[src/sv/pgsdc_pkg.sv]
package pgsdc_pkg;

    // Defaults for the top level parameters
    localparam int CHANNELS_DEF    = 2;
    localparam int SAMPLE_BITS_DEF = 24;

    // Configuration port
    localparam int CFG_IDX_W  = 3;
    localparam int CFG_DATA_W = 31;

    localparam logic [CFG_IDX_W-1:0] CFG_GAIN_STEP       = 3'd0;
    localparam logic [CFG_IDX_W-1:0] CFG_POLARITY_INVERT = 3'd1;
    localparam logic [CFG_IDX_W-1:0] CFG_SLEW_LIMIT      = 3'd2;
    localparam logic [CFG_IDX_W-1:0] CFG_DC_ALPHA        = 3'd3;
    localparam logic [CFG_IDX_W-1:0] CFG_OUTPUT_LEVEL    = 3'd4;

    // Register reset values
    localparam logic [3:0]  GAIN_STEP_RST    = 4'd6;
    localparam logic [30:0] SLEW_LIMIT_RST   = 31'd120149333;
    localparam logic [24:0] DC_ALPHA_RST     = 25'd2196;
    localparam logic [16:0] OUTPUT_LEVEL_RST = 17'd65536;

    // Saturation limits and fixed widths of the Q6.18 datapath
    localparam logic [24:0] ALPHA_ONE = 25'd16777216;
    localparam logic [16:0] LEVEL_ONE = 17'd65536;
    localparam int          OUT_W     = 24;
    localparam logic signed [31:0] CLIP_Q18 = 32'sd5636096;

    // Sequencer states, one multiplier use per MUL_* state
    typedef enum logic [3:0] {
        ST_IDLE,
        ST_MUL_GAIN,
        ST_SLEW,
        ST_DC_ERR,
        ST_MUL_HI,
        ST_MUL_LO,
        ST_DC_UPD,
        ST_CLIP,
        ST_MUL_ATT,
        ST_OUT
    } t_state;

    // Operand select of the shared multiplier
    typedef enum logic [1:0] {
        MUL_GAIN,
        MUL_DC_HI,
        MUL_DC_LO,
        MUL_ATT
    } t_mul_sel;

    // Controller to datapath commands
    typedef struct packed {
        logic     accept;
        logic     mul_en;
        t_mul_sel mul_sel;
        logic     slew_en;
        logic     dce_en;
        logic     acc_en;
        logic     dc_en;
        logic     clip_en;
        logic     out_load;
    } t_cmd;

    // Gain table, round(10^(dB/20)*256) for 5..60 dB; steps above 11 saturate
    function automatic logic [17:0] gain_lut(input logic [3:0] idx);
        logic [17:0] g;
        case (idx)
            4'd0:    g = 18'd455;
            4'd1:    g = 18'd810;
            4'd2:    g = 18'd1440;
            4'd3:    g = 18'd2560;
            4'd4:    g = 18'd4552;
            4'd5:    g = 18'd8095;
            4'd6:    g = 18'd14396;
            4'd7:    g = 18'd25600;
            4'd8:    g = 18'd45524;
            4'd9:    g = 18'd80954;
            4'd10:   g = 18'd143959;
            default: g = 18'd256000;
        endcase
        return g;
    endfunction

endpackage

[src/sv/pgsdc_ctrl.sv]
module pgsdc_ctrl
    import pgsdc_pkg::*;
(
    input  logic i_clk,
    input  logic i_rst_n,
    input  logic i_valid,
    output logic o_stall,
    output logic o_valid,
    input  logic i_stall,
    output t_cmd o_cmd
);

    t_state r_state, n_state;
    logic   r_ovalid, n_ovalid;

    // State and output valid registers
    always_ff @(posedge i_clk) begin
        if (!i_rst_n) begin
            r_state  <= ST_IDLE;
            r_ovalid <= 1'b0;
        end else begin
            r_state  <= n_state;
            r_ovalid <= n_ovalid;
        end
    end

    // Next state and commands
    always_comb begin
        n_state = r_state;
        o_cmd   = '0;
        o_cmd.mul_sel = MUL_GAIN;
        n_ovalid = r_ovalid && i_stall;
        case (r_state)
            ST_IDLE: begin
                if (i_valid) begin
                    o_cmd.accept = 1'b1;
                    n_state      = ST_MUL_GAIN;
                end
            end
            ST_MUL_GAIN: begin
                o_cmd.mul_en  = 1'b1;
                o_cmd.mul_sel = MUL_GAIN;
                n_state       = ST_SLEW;
            end
            ST_SLEW: begin
                o_cmd.slew_en = 1'b1;
                n_state       = ST_DC_ERR;
            end
            ST_DC_ERR: begin
                o_cmd.dce_en = 1'b1;
                n_state      = ST_MUL_HI;
            end
            ST_MUL_HI: begin
                o_cmd.mul_en  = 1'b1;
                o_cmd.mul_sel = MUL_DC_HI;
                n_state       = ST_MUL_LO;
            end
            ST_MUL_LO: begin
                o_cmd.mul_en  = 1'b1;
                o_cmd.mul_sel = MUL_DC_LO;
                o_cmd.acc_en  = 1'b1;
                n_state       = ST_DC_UPD;
            end
            ST_DC_UPD: begin
                o_cmd.dc_en = 1'b1;
                n_state     = ST_CLIP;
            end
            ST_CLIP: begin
                o_cmd.clip_en = 1'b1;
                n_state       = ST_MUL_ATT;
            end
            ST_MUL_ATT: begin
                o_cmd.mul_en  = 1'b1;
                o_cmd.mul_sel = MUL_ATT;
                n_state       = ST_OUT;
            end
            ST_OUT: begin
                // load once the output register is free or drains this cycle
                if (!r_ovalid || !i_stall) begin
                    o_cmd.out_load = 1'b1;
                    n_ovalid       = 1'b1;
                    n_state        = ST_IDLE;
                end
            end
            default: begin
                n_state = ST_IDLE;
            end
        endcase
    end

    assign o_stall = (r_state != ST_IDLE);
    assign o_valid = r_ovalid;

endmodule

[src/sv/pgsdc_dp.sv]
module pgsdc_dp
    import pgsdc_pkg::*;
#(
    parameter int CHANNELS    = CHANNELS_DEF,
    parameter int SAMPLE_BITS = SAMPLE_BITS_DEF
) (
    input  logic                          i_clk,
    input  logic                          i_rst_n,
    input  t_cmd                          i_cmd,
    input  logic signed [SAMPLE_BITS-1:0] i_sample_in,
    input  logic                          i_channel,
    input  logic                          i_block_start,
    input  logic                          i_cfg_valid,
    input  logic [CFG_IDX_W-1:0]          i_cfg_index,
    input  logic [CFG_DATA_W-1:0]         i_cfg_data,
    output logic signed [OUT_W-1:0]       o_sample_out,
    output logic                          o_clip_active
);

    localparam int CH_W   = (CHANNELS > 1) ? $clog2(CHANNELS) : 1;
    localparam int S_W    = SAMPLE_BITS + 1;
    localparam int MA_W   = (S_W > 26) ? S_W : 26;
    localparam int MB_W   = 20;
    localparam int P_W    = MA_W + MB_W;
    localparam int GSH    = SAMPLE_BITS - 11;
    localparam int X_W    = 29;
    localparam int DC_W   = 40;
    localparam int E_W    = 39;
    localparam int E_SPL  = 19;
    localparam int ACC_W  = 64;
    localparam logic signed [P_W-1:0] GAIN_HALF = P_W'(1) <<< (GSH - 1);
    localparam logic signed [P_W-1:0] ATT_HALF  = P_W'(1) <<< 15;

    // Configuration registers
    logic [3:0]  r_gain_step;
    logic        r_pol;
    logic [30:0] r_slew;
    logic [24:0] r_alpha;
    logic [16:0] r_level;

    always_ff @(posedge i_clk) begin
        if (!i_rst_n) begin
            r_gain_step <= GAIN_STEP_RST;
            r_pol       <= 1'b0;
            r_slew      <= SLEW_LIMIT_RST;
            r_alpha     <= DC_ALPHA_RST;
            r_level     <= OUTPUT_LEVEL_RST;
        end else if (i_cfg_valid) begin
            case (i_cfg_index)
                CFG_GAIN_STEP:       r_gain_step <= i_cfg_data[3:0];
                CFG_POLARITY_INVERT: r_pol       <= i_cfg_data[0];
                CFG_SLEW_LIMIT:      r_slew      <= i_cfg_data[30:0];
                CFG_DC_ALPHA:        r_alpha     <= i_cfg_data[24:0];
                CFG_OUTPUT_LEVEL:    r_level     <= i_cfg_data[16:0];
                default:             ;
            endcase
        end
    end

    logic [24:0] w_alpha;
    logic [16:0] w_level;
    assign w_alpha = (r_alpha > ALPHA_ONE) ? ALPHA_ONE : r_alpha;
    assign w_level = (r_level > LEVEL_ONE) ? LEVEL_ONE : r_level;

    // Working registers
    logic signed [S_W-1:0]   r_s;
    logic [CH_W-1:0]         r_ch;
    logic signed [P_W-1:0]   r_prod;
    logic signed [X_W-1:0]   r_x;
    logic signed [E_W-1:0]   r_e;
    logic signed [ACC_W-1:0] r_acc;
    logic signed [OUT_W-1:0] r_y;
    logic                    r_clip;
    logic signed [OUT_W-1:0] r_sample_out;
    logic                    r_clip_out;

    // Per-channel state
    logic signed [X_W-1:0]  r_last [CHANNELS];
    logic signed [DC_W-1:0] r_dc   [CHANNELS];

    // Shared multiplier operand select
    logic signed [MA_W-1:0] w_a;
    logic signed [MB_W-1:0] w_b;
    logic signed [P_W-1:0]  w_mul;

    always_comb begin
        case (i_cmd.mul_sel)
            MUL_GAIN: begin
                w_a = MA_W'(r_s);
                w_b = $signed({2'b00, gain_lut(r_gain_step)});
            end
            MUL_DC_HI: begin
                w_a = MA_W'($signed({1'b0, w_alpha}));
                w_b = r_e[E_W-1:E_SPL];
            end
            MUL_DC_LO: begin
                w_a = MA_W'($signed({1'b0, w_alpha}));
                w_b = $signed({1'b0, r_e[E_SPL-1:0]});
            end
            MUL_ATT: begin
                w_a = MA_W'(r_y);
                w_b = $signed({3'b000, w_level});
            end
            default: begin
                w_a = '0;
                w_b = '0;
            end
        endcase
    end

    assign w_mul = w_a * w_b;

    // Gain rounding and slew limit
    logic signed [P_W-1:0] w_gsum, w_gshift;
    logic signed [X_W-1:0] w_x;
    logic signed [31:0]    w_diff, w_lim, w_dlim, w_xn;

    always_comb begin
        w_gsum   = r_prod + GAIN_HALF;
        w_gshift = w_gsum >>> GSH;
        w_x      = w_gshift[X_W-1:0];
        w_diff   = 32'(w_x) - 32'(r_last[r_ch]);
        w_lim    = $signed({1'b0, r_slew});
        if (w_diff > w_lim) begin
            w_dlim = w_lim;
        end else if (w_diff < -w_lim) begin
            w_dlim = -w_lim;
        end else begin
            w_dlim = w_diff;
        end
        w_xn = 32'(r_last[r_ch]) + w_dlim;
    end

    // DC error, estimate update, removal and clip
    logic signed [DC_W-1:0]  w_e;
    logic signed [ACC_W-1:0] w_sum, w_rnd;
    logic signed [DC_W-1:0]  w_dcn, w_dcr;
    logic signed [31:0]      w_y;

    always_comb begin
        w_e   = (DC_W'(r_x) <<< 8) - r_dc[r_ch];
        w_sum = r_acc + ACC_W'(r_prod);
        w_rnd = (w_sum + 64'sd8388608) >>> 24;
        w_dcn = r_dc[r_ch] + w_rnd[DC_W-1:0];
        w_dcr = (r_dc[r_ch] + 40'sd128) >>> 8;
        w_y   = 32'(r_x) - w_dcr[31:0];
    end

    // Attenuation rounding
    logic signed [P_W-1:0] w_att;
    assign w_att = (r_prod + ATT_HALF) >>> 16;

    // Sample intake and arithmetic steps
    always_ff @(posedge i_clk) begin
        if (i_cmd.accept) begin
            r_s  <= r_pol ? -S_W'(i_sample_in) : S_W'(i_sample_in);
            r_ch <= (CHANNELS > 1) ? CH_W'(i_channel) : '0;
        end
        if (i_cmd.mul_en) begin
            r_prod <= w_mul;
        end
        if (i_cmd.slew_en) begin
            r_x <= w_xn[X_W-1:0];
        end
        if (i_cmd.dce_en) begin
            r_e <= w_e[E_W-1:0];
        end
        if (i_cmd.acc_en) begin
            r_acc <= ACC_W'(r_prod) <<< E_SPL;
        end
        if (i_cmd.clip_en) begin
            if (w_y > CLIP_Q18) begin
                r_y <= OUT_W'(CLIP_Q18);
            end else if (w_y < -CLIP_Q18) begin
                r_y <= OUT_W'(-CLIP_Q18);
            end else begin
                r_y <= w_y[OUT_W-1:0];
            end
        end
        if (i_cmd.out_load) begin
            r_sample_out <= w_att[OUT_W-1:0];
            r_clip_out   <= r_clip;
        end
    end

    // Channel state and sticky clip flag
    always_ff @(posedge i_clk) begin
        if (!i_rst_n) begin
            for (int i = 0; i < CHANNELS; i++) begin
                r_last[i] <= '0;
                r_dc[i]   <= '0;
            end
            r_clip <= 1'b0;
        end else begin
            if (i_cmd.slew_en) begin
                r_last[r_ch] <= w_xn[X_W-1:0];
            end
            if (i_cmd.dc_en) begin
                r_dc[r_ch] <= w_dcn;
            end
            if (i_cmd.accept && i_block_start) begin
                r_clip <= 1'b0;
            end else if (i_cmd.clip_en && (w_y > CLIP_Q18 || w_y < -CLIP_Q18)) begin
                r_clip <= 1'b1;
            end
        end
    end

    assign o_sample_out  = r_sample_out;
    assign o_clip_active = r_clip_out;

endmodule

[src/sv/preamp_gain_slew_dc_clip.sv]
// Microphone preamp channel: polarity, stepped gain, slew limit, DC servo,
// hard clip at +-21.5 with a sticky flag, and output attenuation, in Q6.18.
// Input channel: i_valid with o_stall; a sample with its channel and block
// start mark is taken at a clock edge where i_valid is high and o_stall low.
// Output channel: o_valid with i_stall; one result per input sample.
// Configuration: i_cfg_valid / o_cfg_ready with register index and data;
// write only while no sample is in flight. Unknown indexes are ignored.
// o_stall stays high from the input transaction until the result is loaded
// into the output register, so a sample is taken only after the previous
// one is finished. The sequencer steps through one shared multiplier,
// used four times per sample (gain, two DC partial products, attenuation),
// with the rounding, slew and clip steps between the uses.
// A finished result sits in the output register while the next sample is
// taken; if the receiver still stalls when the next one is done, the block
// holds it and keeps o_stall high until the output register frees up.
// Reset: synchronous active low; clears per-channel last value and DC
// estimate, the clip flag and the configuration registers to defaults, no
// clearing pass. Stalls only delay delivery; no result is lost or repeated.
module preamp_gain_slew_dc_clip
    import pgsdc_pkg::*;
#(
    parameter int CHANNELS    = CHANNELS_DEF,
    parameter int SAMPLE_BITS = SAMPLE_BITS_DEF
) (
    input  logic                          i_clk,
    input  logic                          i_rst_n,
    input  logic                          i_valid,
    output logic                          o_stall,
    input  logic signed [SAMPLE_BITS-1:0] i_sample_in,
    input  logic                          i_channel,
    input  logic                          i_block_start,
    output logic                          o_valid,
    input  logic                          i_stall,
    output logic signed [OUT_W-1:0]       o_sample_out,
    output logic                          o_clip_active,
    input  logic                          i_cfg_valid,
    output logic                          o_cfg_ready,
    input  logic [CFG_IDX_W-1:0]          i_cfg_index,
    input  logic [CFG_DATA_W-1:0]         i_cfg_data
);

    t_cmd w_cmd;

    pgsdc_ctrl u_ctrl (
        .i_clk   (i_clk),
        .i_rst_n (i_rst_n),
        .i_valid (i_valid),
        .o_stall (o_stall),
        .o_valid (o_valid),
        .i_stall (i_stall),
        .o_cmd   (w_cmd)
    );

    pgsdc_dp #(
        .CHANNELS    (CHANNELS),
        .SAMPLE_BITS (SAMPLE_BITS)
    ) u_dp (
        .i_clk         (i_clk),
        .i_rst_n       (i_rst_n),
        .i_cmd         (w_cmd),
        .i_sample_in   (i_sample_in),
        .i_channel     (i_channel),
        .i_block_start (i_block_start),
        .i_cfg_valid   (i_cfg_valid),
        .i_cfg_index   (i_cfg_index),
        .i_cfg_data    (i_cfg_data),
        .o_sample_out  (o_sample_out),
        .o_clip_active (o_clip_active)
    );

    // Configuration writes never wait
    assign o_cfg_ready = 1'b1;

    // An accepted sample starts with the gain multiply
    a_accept_to_gain: assert property (@(posedge i_clk) disable iff (!i_rst_n)
        (i_valid && !o_stall) |=> (w_cmd.mul_en && w_cmd.mul_sel == MUL_GAIN))
        else $error("gain multiply did not follow an accepted sample");

    // A result is never loaded over one the receiver has not taken
    a_no_overwrite: assert property (@(posedge i_clk) disable iff (!i_rst_n)
        w_cmd.out_load |-> (!o_valid || !i_stall))
        else $error("output register overwritten while stalled");

    // Intake stays closed while a sample is being processed
    a_busy_stall: assert property (@(posedge i_clk) disable iff (!i_rst_n)
        (w_cmd.mul_en || w_cmd.slew_en || w_cmd.dc_en || w_cmd.out_load) |-> o_stall)
        else $error("input open while a sample is in flight");

    // Delivered samples stay within the clip range
    a_clip_range: assert property (@(posedge i_clk) disable iff (!i_rst_n)
        o_valid |-> (32'(o_sample_out) <= CLIP_Q18 && 32'(o_sample_out) >= -CLIP_Q18))
        else $error("output sample outside clip range");

endmodule
[config.mk]
export PLATFORM = sky130hd
export DESIGN_NAME = preamp_gain_slew_dc_clip
export DESIGN_NICKNAME = d
export VERILOG_FILES = /design/src/sv/pgsdc_pkg.sv /design/src/sv/pgsdc_ctrl.sv /design/src/sv/pgsdc_dp.sv /design/src/sv/preamp_gain_slew_dc_clip.sv
export SDC_FILE = /design/constraint.sdc
export NUM_CORES = 2
export LEC_CHECK = 0
export BUFFER_PORTS_ARGS = -buffer_cell sky130_fd_sc_hd__buf_2
export CORE_MARGIN = 3
export CORE_UTILIZATION = 45
export DETAILED_ROUTE_END_ITERATION = 8
export SLEW_MARGIN = 30
export SYNTH_ARGS = -nofsm -noshare
export SYNTH_HDL_FRONTEND = slang
export SYNTH_HIERARCHICAL = 1
export SYNTH_SLANG_ARGS = --single-unit
[constraint.sdc]
create_clock -name i_clk -period 13.2 [get_ports i_clk]
set_input_delay 1.98 -clock i_clk [delete_from_list [all_inputs] [get_ports i_clk]]
set_output_delay 1.98 -clock i_clk [all_outputs]
set_load 0.01 [all_outputs]
==> metrics.csv <==
metric,value,unit
setup_slack,2181,ps
multiInputGateArea,35100,um2
cts-root-buf,clkbuf_16,
syn-num-nets,6753,
coreArea,114700,um2
netlist_instances,5720,
critPathLaunchType,flip-flop,
worst-path-stages,30,
via_per_inst,5.708,
ios,93,
crit_path_end_kind,flip-flop,
drt_first_iter_violations,4285,
yosys.area.top_type,edfxtp_1,
status,"finished, final reports clean",
cap_viol_max_count,0,
grt_pass1_vias,40573,
cp.required,13700,ps
hold_violations,0,
reg2reg_slack,2180,ps
drive_gt1_frac,0.06671,
fin_area,56500,um2
yosysUniqueCellTypes,106,
crit_slowest_cell,o21a_1,
dp_hpwl,138800,um
clk_latency,730,ps
die_y,346.5,um
initial_core_util,0.4550,
htreeDepth,2,
ant_nets,0,
hold_path_class,reg2reg,
die-area,120100,um2
slew_headroom,0.2736,
grt_first_pass_wirelength,255600,um
remaining_drc_errors,0,
rsz0062_at_grt,no,
fin_tns_setup,0,ps
finalCritPeriodShare,0.8347,
pre_cts_slack,1978,ps
fin_nets,6785,
die_w,346.5,um
antenna_found_initial,11,
tightest_slew,1090,ps
arrival,11520,ps
synth_edf_count,372,
synth_top_area_frac,0.2141,
ff_latch_area,13240,um2
fmax,0.09075,GHz
slew_viol_final,0,
routedWlPerCell,23.35,um
place_area,54400,um2
cp_top_family,adder cells,
period_needed,11020,ps
synth_area_leaders,"edfxtp_1 (21%), fa_1 (20%), ha_1 (10%)",
max_stage_delay,780,ps
path_buf_inv,6,
clockBufferDepth,3,
track_usage,0.2821,
avgSynthCellArea,9.121,um2
port_buffers,91,
grt_max_degree,54,
cts_tree,done,
synth_common_cells,"inv_1 (836), nand2_1 (647), nor2_1 (589), fa_1 (532), ha_1 (436)",
clock_sinks,475,
critPathLaunch,u_ctrl/r_state[2],
area_growth,8.300,%
post-synth-top-count-cell,inv_1,
wirelength,170800,um
dr_total_vias,41763,
yosysWarnings,6,
cts.clk_slew.worst_paths,60,ps
hold_start,u_dp/r_prod[10],
path_max_fanout,53,
crit_type,reg2reg,
gp_congestion,0.9663,
yosysSeqAreaShare,0.2536,
reg2regPathDepth,30,
yosys_register_bits,475,
drt_pre_antenna_iters,9,
grt-ovfl-total,0,
reg2reg_from,u_ctrl/r_state[2],
fin_skew,90.95,ps
post_cts_resized,0,
r2r_end,u_dp/r_prod[44],
numCtsBuffers,57,
async_flop_share,0,
rows,124,
postCtsSetupBuffers,0,
setup_viol,0,
synth_ff_type,edfxtp_1,
fillers,10814,
crit_path_frequent_cell,fa_1,
critical_path.endpoint,u_dp/r_prod[44],
hold_buffers,0,
syn-cell-area,52170,um2
-- cells by family (layout without fill, tap and decap cells) --
logic type	count (synthesis)	count (layout)	share of synthesized area
AO/OA/AOI/OAI	1056	1056	0.1358
other	1	4	0.00007188
flip-flops	475	475	0.2536
adder cells (fa/ha/maj)	968	968	0.3087
buffers and inverters	1035	1116	0.07619
AND/OR/NAND/NOR	1754	1754	0.1509
XOR/XNOR	344	344	0.05775
multiplexers	87	87	0.01693
-- layout make-up --
cell class              instances  share of cell area
multi-input cells            4210              0.6213
diodes                          3           0.0001329
repair buffers                167             0.01873
flip-flops and latches        475              0.2343
well taps                    1512             0.03348
inverters                     841             0.05587
clock buffers                  60             0.02562
clock inverters                48             0.01056
-- worst min-delay path by stage --
stage | depth (start not counted) | slack [ps] | to
after global routing | 0 | 430 | u_dp/r_acc[30]
after floorplan | 0 | 400 | u_dp/r_acc[19]
final | 0 | 420 | u_dp/r_acc[29]
after CTS | 0 | 420 | u_dp/r_acc[29]
after global placement | 0 | 400 | u_dp/r_acc[27]
after detailed placement | 0 | 410 | u_dp/r_acc[30]
-- routing by layer --
metal  track usage  wire (um)  up-vias
met1        0.4109      76190    20588
met5             0          3        -
met3       0.04037      13400      271
met2        0.4274      74300     1611
met4        0.1026       6912        2
li1              -          -    19291
-- metrics by stage --
stage | utilization | instances | hold WS [ps]
2_1_floorplan | - | 5720 | 400.3
3_3_place_gp | 0.4742 | 7204 | 401.2
3_5_place_dp | 0.4745 | 7204 | 406.1
4_1_cts | 0.4923 | 7312 | 419.4
5_1_grt | 0.4927 | 7313 | 425.9
6_report | 0.4928 | 7316 | 417.4
-- flip-flops by register name (all words and copies together), names as in the netlist, named ones only --
| name | cells |
|---|---|
| u_ctrl/o_valid | 1 |
| u_ctrl/r_state | 4 |
| u_dp/o_clip_active | 1 |
| u_dp/o_sample_out | 24 |
| u_dp/r_acc | 45 |
| u_dp/r_alpha | 25 |
| u_dp/r_ch | 1 |
| u_dp/r_clip | 1 |
| u_dp/r_dc | 80 |
| u_dp/r_e | 39 |
| u_dp/r_gain_step | 4 |
| u_dp/r_last | 58 |
| u_dp/r_level | 17 |
| u_dp/r_pol | 1 |
| u_dp/r_prod | 46 |
| u_dp/r_s | 25 |
| u_dp/r_slew | 31 |
| u_dp/r_x | 29 |
| u_dp/r_y | 24 |
-- worst reg2reg max path, delay by kind of cell (launching register included) --
kind	cells	cell delay (ps)
adder cells (fa/ha/maj)	9	4470
AO/OA/AOI/OAI	10	3260
buffers and inverters	6	1340
AND/OR/NAND/NOR	5	1250
flip-flops	1	550
-- layout by cell type, fill, tap and decap left out, types with 34 or more instances in the layout --
cell type and instances:
a21o_1 120, nor4_1 35, a21boi_0 64, buf_2 91
nand4_1 45, o21bai_1 38, o21a_1 55, ha_1 435
inv_1 836, nor3_1 80, a21oi_1 269, nand2_1 645
fa_1 532, dfxtp_1 102, edfxtp_1 372, xnor2_1 232
xor2_1 112, clkbuf_16 57, a211oi_1 34, nand3_1 89
buf_4 74, nor2b_1 40, o21ai_0 148, mux2i_1 77
nor2_1 583, o211ai_1 37
Power is left out: the tool's default activity adds up to more than one toggle a clock period on the data nets, which glitch-free logic cannot reach.
